[src/rtl/core/sha1_pkg.sv]
`default_nettype none

package sha1_pkg;

    // Working variables of the compression function.
    typedef struct packed {
        logic [31:0] a;
        logic [31:0] b;
        logic [31:0] c;
        logic [31:0] d;
        logic [31:0] e;
    } sha1_vars_t;

    typedef logic [4:0][31:0] sha1_chain_t;

    // Entry 0 is the most significant digest word.
    localparam sha1_chain_t H_INIT = {
        32'hC3D2E1F0, 32'h10325476, 32'h98BADCFE, 32'hEFCDAB89, 32'h67452301
    };

    localparam logic [31:0] K_ROUND0 = 32'h5A827999;
    localparam logic [31:0] K_ROUND1 = 32'h6ED9EBA1;
    localparam logic [31:0] K_ROUND2 = 32'h8F1BBCDC;
    localparam logic [31:0] K_ROUND3 = 32'hCA62C1D6;

    localparam logic [6:0] ROUND_GROUP1 = 7'd20;
    localparam logic [6:0] ROUND_GROUP2 = 7'd40;
    localparam logic [6:0] ROUND_GROUP3 = 7'd60;
    localparam logic [6:0] ROUND_LAST   = 7'd79;
    localparam logic [6:0] SCHED_LOADED = 7'd16;

    localparam logic [7:0] PAD_MARKER = 8'h80;
    localparam logic [5:0] LEN_POS    = 6'd56;
    localparam logic [5:0] FILL_LAST  = 6'd63;
    localparam logic [2:0] WORD_LAST  = 3'd4;

endpackage

`default_nettype wire

[src/rtl/core/sha1_round.sv]
`default_nettype none

module sha1_round (
    input  wire logic [6:0]          round_idx,
    input  wire sha1_pkg::sha1_vars_t cur,
    input  wire logic [31:0]         w,
    output sha1_pkg::sha1_vars_t     nxt
);

    logic [31:0] f;
    logic [31:0] k;
    logic [31:0] temp;

    always_comb
    begin
        if (round_idx < sha1_pkg::ROUND_GROUP1)
        begin
            f = (cur.b & cur.c) | (~cur.b & cur.d);
            k = sha1_pkg::K_ROUND0;
        end
        else if (round_idx < sha1_pkg::ROUND_GROUP2)
        begin
            f = cur.b ^ cur.c ^ cur.d;
            k = sha1_pkg::K_ROUND1;
        end
        else if (round_idx < sha1_pkg::ROUND_GROUP3)
        begin
            f = (cur.b & cur.c) | (cur.b & cur.d) | (cur.c & cur.d);
            k = sha1_pkg::K_ROUND2;
        end
        else
        begin
            f = cur.b ^ cur.c ^ cur.d;
            k = sha1_pkg::K_ROUND3;
        end

        temp  = {cur.a[26:0], cur.a[31:27]} + f + cur.e + k + w;
        nxt.a = temp;
        nxt.b = cur.a;
        nxt.c = {cur.b[1:0], cur.b[31:2]};
        nxt.d = cur.c;
        nxt.e = cur.d;
    end

endmodule

`default_nettype wire

[src/rtl/core/sha1_hasher.sv]
`default_nettype none

// Channel   Handshake            Payload
// input     in_valid/in_ready    msg_byte, byte_present, end_of_message
// output    out_valid/out_ready  digest_word, word_index, last_word
//
// A byte that does not complete a block leaves the input ready for the next item.
// A byte that completes a 64-byte block holds off the input while the block is compressed:
// 80 rounds through the one shared round unit, then a chain update.
// An end-of-message item adds the padding bytes, one or two such
// compressions, and then five digest words, each held until out_ready.
// Reset clears control state and loads H_INIT into the chaining words; the block store is not reset.

module sha1_hasher (
    input  wire logic        clk,
    input  wire logic        rst_n,
    input  wire logic        in_valid,
    output logic             in_ready,
    input  wire logic [7:0]  msg_byte,
    input  wire logic        byte_present,
    input  wire logic        end_of_message,
    output logic             out_valid,
    input  wire logic        out_ready,
    output logic [31:0]      digest_word,
    output logic [2:0]       word_index,
    output logic             last_word
);

    localparam logic [2:0] ST_IDLE = 3'd0;
    localparam logic [2:0] ST_PAD  = 3'd1;
    localparam logic [2:0] ST_COMP = 3'd2;
    localparam logic [2:0] ST_FOLD = 3'd3;
    localparam logic [2:0] ST_OUT  = 3'd4;

    logic [2:0]            state_reg, state_next;
    logic [2:0]            ret_reg, ret_next;
    logic [5:0]            fill_reg, fill_next;
    logic [31:0]           total_reg, total_next;
    logic                  marker_done_reg, marker_done_next;
    logic                  len_phase_reg, len_phase_next;
    logic [6:0]            round_reg, round_next;
    logic [2:0]            idx_reg, idx_next;
    sha1_pkg::sha1_chain_t h_reg, h_next;
    sha1_pkg::sha1_vars_t  vars_reg, vars_next;
    logic [511:0]          blk_reg, blk_next;

    sha1_pkg::sha1_vars_t  round_out;
    sha1_pkg::sha1_vars_t  chain_vars;
    logic                  in_fire;
    logic                  out_fire;
    logic [31:0]           win0;
    logic [31:0]           mix;
    logic [31:0]           w_t;
    logic [63:0]           len_bits;
    logic [5:0]            len_sh;
    logic [7:0]            len_byte;
    logic [7:0]            pad_byte;

    assign in_ready    = (state_reg == ST_IDLE);
    assign out_valid   = (state_reg == ST_OUT);
    assign in_fire     = in_valid & in_ready;
    assign out_fire    = out_valid & out_ready;
    assign digest_word = h_reg[idx_reg];
    assign word_index  = idx_reg;
    assign last_word   = (idx_reg == sha1_pkg::WORD_LAST);

    // The block store doubles as the 16-word schedule window: word 0 sits at the top.
    assign win0 = blk_reg[511:480];
    assign mix  = blk_reg[95:64] ^ blk_reg[255:224] ^ blk_reg[447:416] ^ win0;
    assign w_t  = (round_reg < sha1_pkg::SCHED_LOADED) ? win0 : {mix[30:0], mix[31]};

    assign len_bits = {29'd0, total_reg, 3'd0};
    assign len_sh   = {~fill_reg[2:0], 3'b000};
    assign len_byte = len_bits[len_sh +: 8];

    assign chain_vars.a = h_reg[0];
    assign chain_vars.b = h_reg[1];
    assign chain_vars.c = h_reg[2];
    assign chain_vars.d = h_reg[3];
    assign chain_vars.e = h_reg[4];

    sha1_round u_round (
        .round_idx (round_reg),
        .cur       (vars_reg),
        .w         (w_t),
        .nxt       (round_out)
    );

    always_comb
    begin
        if (!marker_done_reg)
        begin
            pad_byte = sha1_pkg::PAD_MARKER;
        end
        else if ((fill_reg >= sha1_pkg::LEN_POS) && len_phase_reg)
        begin
            pad_byte = len_byte;
        end
        else
        begin
            pad_byte = 8'd0;
        end
    end

    always_comb
    begin
        state_next       = state_reg;
        ret_next         = ret_reg;
        fill_next        = fill_reg;
        total_next       = total_reg;
        marker_done_next = marker_done_reg;
        len_phase_next   = len_phase_reg;
        round_next       = round_reg;
        idx_next         = idx_reg;
        h_next           = h_reg;
        vars_next        = vars_reg;
        blk_next         = blk_reg;

        case (state_reg)
            ST_IDLE:
            begin
                if (in_fire)
                begin
                    marker_done_next = 1'b0;
                    len_phase_next   = 1'b0;
                    if (byte_present)
                    begin
                        blk_next   = {blk_reg[503:0], msg_byte};
                        fill_next  = fill_reg + 6'd1;
                        total_next = total_reg + 32'd1;
                    end
                    if (byte_present && (fill_reg == sha1_pkg::FILL_LAST))
                    begin
                        state_next = ST_COMP;
                        ret_next   = end_of_message ? ST_PAD : ST_IDLE;
                        vars_next  = chain_vars;
                        round_next = 7'd0;
                    end
                    else if (end_of_message)
                    begin
                        state_next = ST_PAD;
                    end
                end
            end
            ST_PAD:
            begin
                blk_next  = {blk_reg[503:0], pad_byte};
                fill_next = fill_reg + 6'd1;
                if (!marker_done_reg)
                begin
                    marker_done_next = 1'b1;
                    // The length fits in this block when the marker lands before it.
                    if (fill_reg < sha1_pkg::LEN_POS)
                    begin
                        len_phase_next = 1'b1;
                    end
                end
                if (fill_reg == sha1_pkg::FILL_LAST)
                begin
                    state_next = ST_COMP;
                    ret_next   = len_phase_reg ? ST_OUT : ST_PAD;
                    vars_next  = chain_vars;
                    round_next = 7'd0;
                    if (!len_phase_reg)
                    begin
                        len_phase_next = 1'b1;
                    end
                end
            end
            ST_COMP:
            begin
                vars_next  = round_out;
                round_next = round_reg + 7'd1;
                blk_next   = {blk_reg[479:0], w_t};
                if (round_reg == sha1_pkg::ROUND_LAST)
                begin
                    state_next = ST_FOLD;
                end
            end
            ST_FOLD:
            begin
                h_next[0]  = h_reg[0] + vars_reg.a;
                h_next[1]  = h_reg[1] + vars_reg.b;
                h_next[2]  = h_reg[2] + vars_reg.c;
                h_next[3]  = h_reg[3] + vars_reg.d;
                h_next[4]  = h_reg[4] + vars_reg.e;
                state_next = ret_reg;
                idx_next   = 3'd0;
            end
            ST_OUT:
            begin
                if (out_fire)
                begin
                    idx_next = idx_reg + 3'd1;
                    if (idx_reg == sha1_pkg::WORD_LAST)
                    begin
                        h_next     = sha1_pkg::H_INIT;
                        fill_next  = 6'd0;
                        total_next = 32'd0;
                        state_next = ST_IDLE;
                    end
                end
            end
            default:
            begin
                state_next = ST_IDLE;
            end
        endcase
    end

    always_ff @(posedge clk or negedge rst_n)
    begin
        if (!rst_n)
        begin
            state_reg       <= ST_IDLE;
            ret_reg         <= ST_IDLE;
            fill_reg        <= 6'd0;
            total_reg       <= 32'd0;
            marker_done_reg <= 1'b0;
            len_phase_reg   <= 1'b0;
            round_reg       <= 7'd0;
            idx_reg         <= 3'd0;
            h_reg           <= sha1_pkg::H_INIT;
        end
        else
        begin
            state_reg       <= state_next;
            ret_reg         <= ret_next;
            fill_reg        <= fill_next;
            total_reg       <= total_next;
            marker_done_reg <= marker_done_next;
            len_phase_reg   <= len_phase_next;
            round_reg       <= round_next;
            idx_reg         <= idx_next;
            h_reg           <= h_next;
        end
    end

    always_ff @(posedge clk)
    begin
        vars_reg <= vars_next;
        blk_reg  <= blk_next;
    end

endmodule

`default_nettype wire

[config.mk]
export PLATFORM = sky130hd
export DESIGN_NAME = sha1_hasher
export DESIGN_NICKNAME = d
export VERILOG_FILES = /design/src/rtl/core/sha1_pkg.sv /design/src/rtl/core/sha1_round.sv /design/src/rtl/core/sha1_hasher.sv
export SDC_FILE = /design/constraint.sdc
export NUM_CORES = 2
export LEC_CHECK = 0
export ABC_AREA = 1
export CORE_MARGIN = 2
export CORE_UTILIZATION = 45
export DETAILED_ROUTE_END_ITERATION = 10
export DONT_BUFFER_PORTS = 1
export HOLD_SLACK_MARGIN = 0.06
export SLEW_MARGIN = 0
export SYNTH_ARGS = -nofsm -noshare
export SYNTH_HDL_FRONTEND = slang
export SYNTH_SLANG_ARGS = --single-unit
export TNS_END_PERCENT = 100
[constraint.sdc]
create_clock -name clk -period 14.15 [get_ports clk]
set_input_delay 2.83 -clock clk [delete_from_list [all_inputs] [get_ports clk]]
set_output_delay 2.83 -clock clk [all_outputs]
set_load 0.02 [all_outputs]
==> flow_metrics.py <==
metrics = {
    "outcome": {
        "status": "complete, no violations",
    },
    "critical_path": {
        "endpoint_kind": "primary output",
        "cpPeakStageDelay_ns": 0.91,
        "worstPathArrival_ns": 3.68,
        "start_kind": "flop",
        "cp_max_fo": 35,
        "path_cells": "inv_2 > buf_4 > nand3_1 > o21ai_0",
        "cp_data_required_time_ns": 11.32,
        "crit_slowest_cell": "o21ai_0",
        "path_class": "flop to primary output",
    },
    "clock_tree": {
        "post_cts_buffers": 0,
        "hold_buffers": 0,
        "clockBufferDepth": 3,
        "cts_resized": 0,
        "numCtsBuffers": 103,
        "clkTransAtPathRegs_ns": 0.06,
        "cts_tree": "built",
        "cts_num_sinks": 887,
        "clkLatencyLatePin_ns": 0.74,
        "cts_max_level": 3,
        "clockRootBuffer": "clkbuf_16",
    },
    "timing": {
        "clock_skew_ns": 0.05305,
        "maxSlewHeadroom_pct": 20.04,
        "setup_viol_count_final": 0,
        "max_freq_ghz": 0.1536,
        "worst_slack_ns": 7.639,
        "finalHoldViolations": 0,
        "tns_ns": 0,
        "fin_crit_ns": 6.511,
        "drv_slew": 0,
        "fin_crit_sh_pct": 46.01,
        "worst_pin_slew_ns": 1.199,
        "rsz0062_at_grt": "no",
    },
    "grt": {
        "grt_first_pass_wirelength_mm": 278.0,
        "grt_max_degree": 257,
        "antenna_found_initial": 8,
        "grt_pass1_vias": 43978,
        "globalRouteTotalUtil_pct": 29.30,
        "grt-ovfl-total": 0,
    },
    "floorplanning": {
        "core_um2": 121700,
        "io-pin-count": 52,
        "die_height_um": 354.0,
        "rows": 128,
        "die_w_um": 354.0,
        "dieArea_um2": 125300,
        "initial_utilization_pct": 45.28,
    },
    "logic_synthesis": {
        "synth.distinct_cells": 52,
        "synth-seq-cells": 887,
        "syn_inst": 6576,
        "syn_area_per_cell_um2": 8.381,
        "yosysMostFrequentCell": "nand2_1",
        "synthesis.nets": 6914,
        "synth_top_area_cell": "edfxtp_1",
        "synthTopCellsByArea": "edfxtp_1 (37%), nand2_1 (11%), o21ai_0 (9.4%)",
        "yosys.area.top_type_share_pct": 36.61,
        "synth_area_um2": 55110,
        "ys_async_sr_fraction_pct": 24.24,
        "ys.flop_type": "edfxtp_1",
        "yosys_warnings": 0,
        "synth-seq-area-share_pct": 46.56,
        "synthTopCellsByCount": "nand2_1 (1,580), o21ai_0 (1,037), inv_1 (938)",
        "synth_edf_count": 672,
    },
    "finish": {
        "largest_reg_flops": 512,
        "drive_above_1_share_pct": 4.792,
        "fin_nets": 6821,
        "fillerInstances": 11741,
        "fin_util_pct": 49.30,
        "area_growth_pct": 8.877,
    },
    "placed_design": {
        "place_hpwl_mm": 139.3,
        "globalplace.congestion": 1.053,
        "port_buffers": 0,
        "place_ws_ns": 7.871,
    },
    "route": {
        "routed_wl_mm": 186.4,
        "routed_via_density": 5.644,
        "drtPass1Iterations": 6,
        "avgRoutedWirePerCell_um": 22.73,
        "via_count": 46295,
        "drc": 0,
        "ant_nets": 0,
        "drtIter0Drc": 5396,
    },
    "flow_run": {
        "cap_violations": 0,
    },
    "hold_path": {
        "hold_path.class": "flop to flop",
    },
}
routing by layer:
layer / GRT usage (%) / share of wire [%] / vias to the layer above
li1: - / - / 21783
met5: 0 / 0.031 / -
met2: 44.26 / 43 / 1882
met3: 6.320 / 8.9 / 454
met4: 14.21 / 5.4 / 10
met1: 40.05 / 42 / 22166
logic make-up (layout without fill, tap and decap cells):
group	count (synthesis)	after routing	synth area share [%]
AOI/OAI and AO/OA	1644	1644	16.00
and+or+nand+nor	2349	2349	17.31
DFF	887	887	46.56
buffers and inverters	1184	1181	8.202
adders and majority gates	324	324	8.949
other	0	4	0
xor gates and xnor gates	188	188	2.988
worst max-delay path: cells and delay by family, from the launching register on:
kind,cells,cell delay [ns]
buf+inv,2,0.72
compound gates,1,0.91
flops,1,0.60
simple gates,1,0.72
layout by cell type (no fill, tap or decap), types with 19 or more instances in the layout:
master     instances
fa_1             117
ha_1             207
o211ai_1          34
clkbuf_16        103
clkinv_1          20
clkinv_2          24
a21oi_1          334
o21bai_1          23
nand3_1          238
xnor2_1          128
a21boi_0          23
o21ai_0         1037
nand2_1         1579
nor2_1           360
a21o_1            37
xor2_1            60
buf_4             36
nor3_1            60
o22ai_1           72
clkbuf_1          19
dfstp_2           80
nand4_1           51
inv_1            935
dfrtp_1          133
edfxtp_1         672
final timing paths:
| path | from | to | slack [ns] | cells after the start |
|---|---|---|---|---|
| max in group asynchronous | rst_n | chain_vars[96]$_DFFE_PN1P_ | 11.90 | 0 |
| max | word_index[0]$_DFFE_PN0P_ | digest_word[2] | 7.64 | 4 |
| min in group asynchronous | rst_n | chain_vars[40]$_DFFE_PN0P_ | 1.83 | 0 |
| min | fill_reg[3]$_DFFE_PN0P_ | fill_reg[3]$_DFFE_PN0P_ | 0.48 | 1 |
| min reg2reg | fill_reg[3]$_DFFE_PN0P_ | fill_reg[3]$_DFFE_PN0P_ | 0.48 | 1 |
| max reg2reg | round_reg[4]$_DFFE_PN0P_ | vars_reg[153]$_DFFE_PP_ | 7.69 | 21 |
through the flow:
step / cells / hold slack (ns) / area, µm²
6_report: 8202 / 0.4823 / 60010
5_1_grt: 8198 / 0.5293 / 60000
2_1_floorplan: 6576 / 0.4529 / 55110
3_5_place_dp: 8003 / 0.4791 / 56560
3_3_place_gp: 8003 / 0.4813 / 56560
4_1_cts: 8198 / 0.4868 / 60000
cell type report:
class                      instances  area [µm²]  area share [%]
tap                             1625        2033           3.388
clock buffer                     128        2731           4.552
clock inverter                    67       706.9           1.178
inverter                         947        3576           5.959
antenna                            4       10.01         0.01668
multi-input combinational       4505       24960           41.59
sequential                       887       25660           42.77
timing repair buffer              39       330.3          0.5505
Power is left out: the tool's default activity adds up to more than one toggle a clock period on the data nets, which glitch-free logic cannot reach.
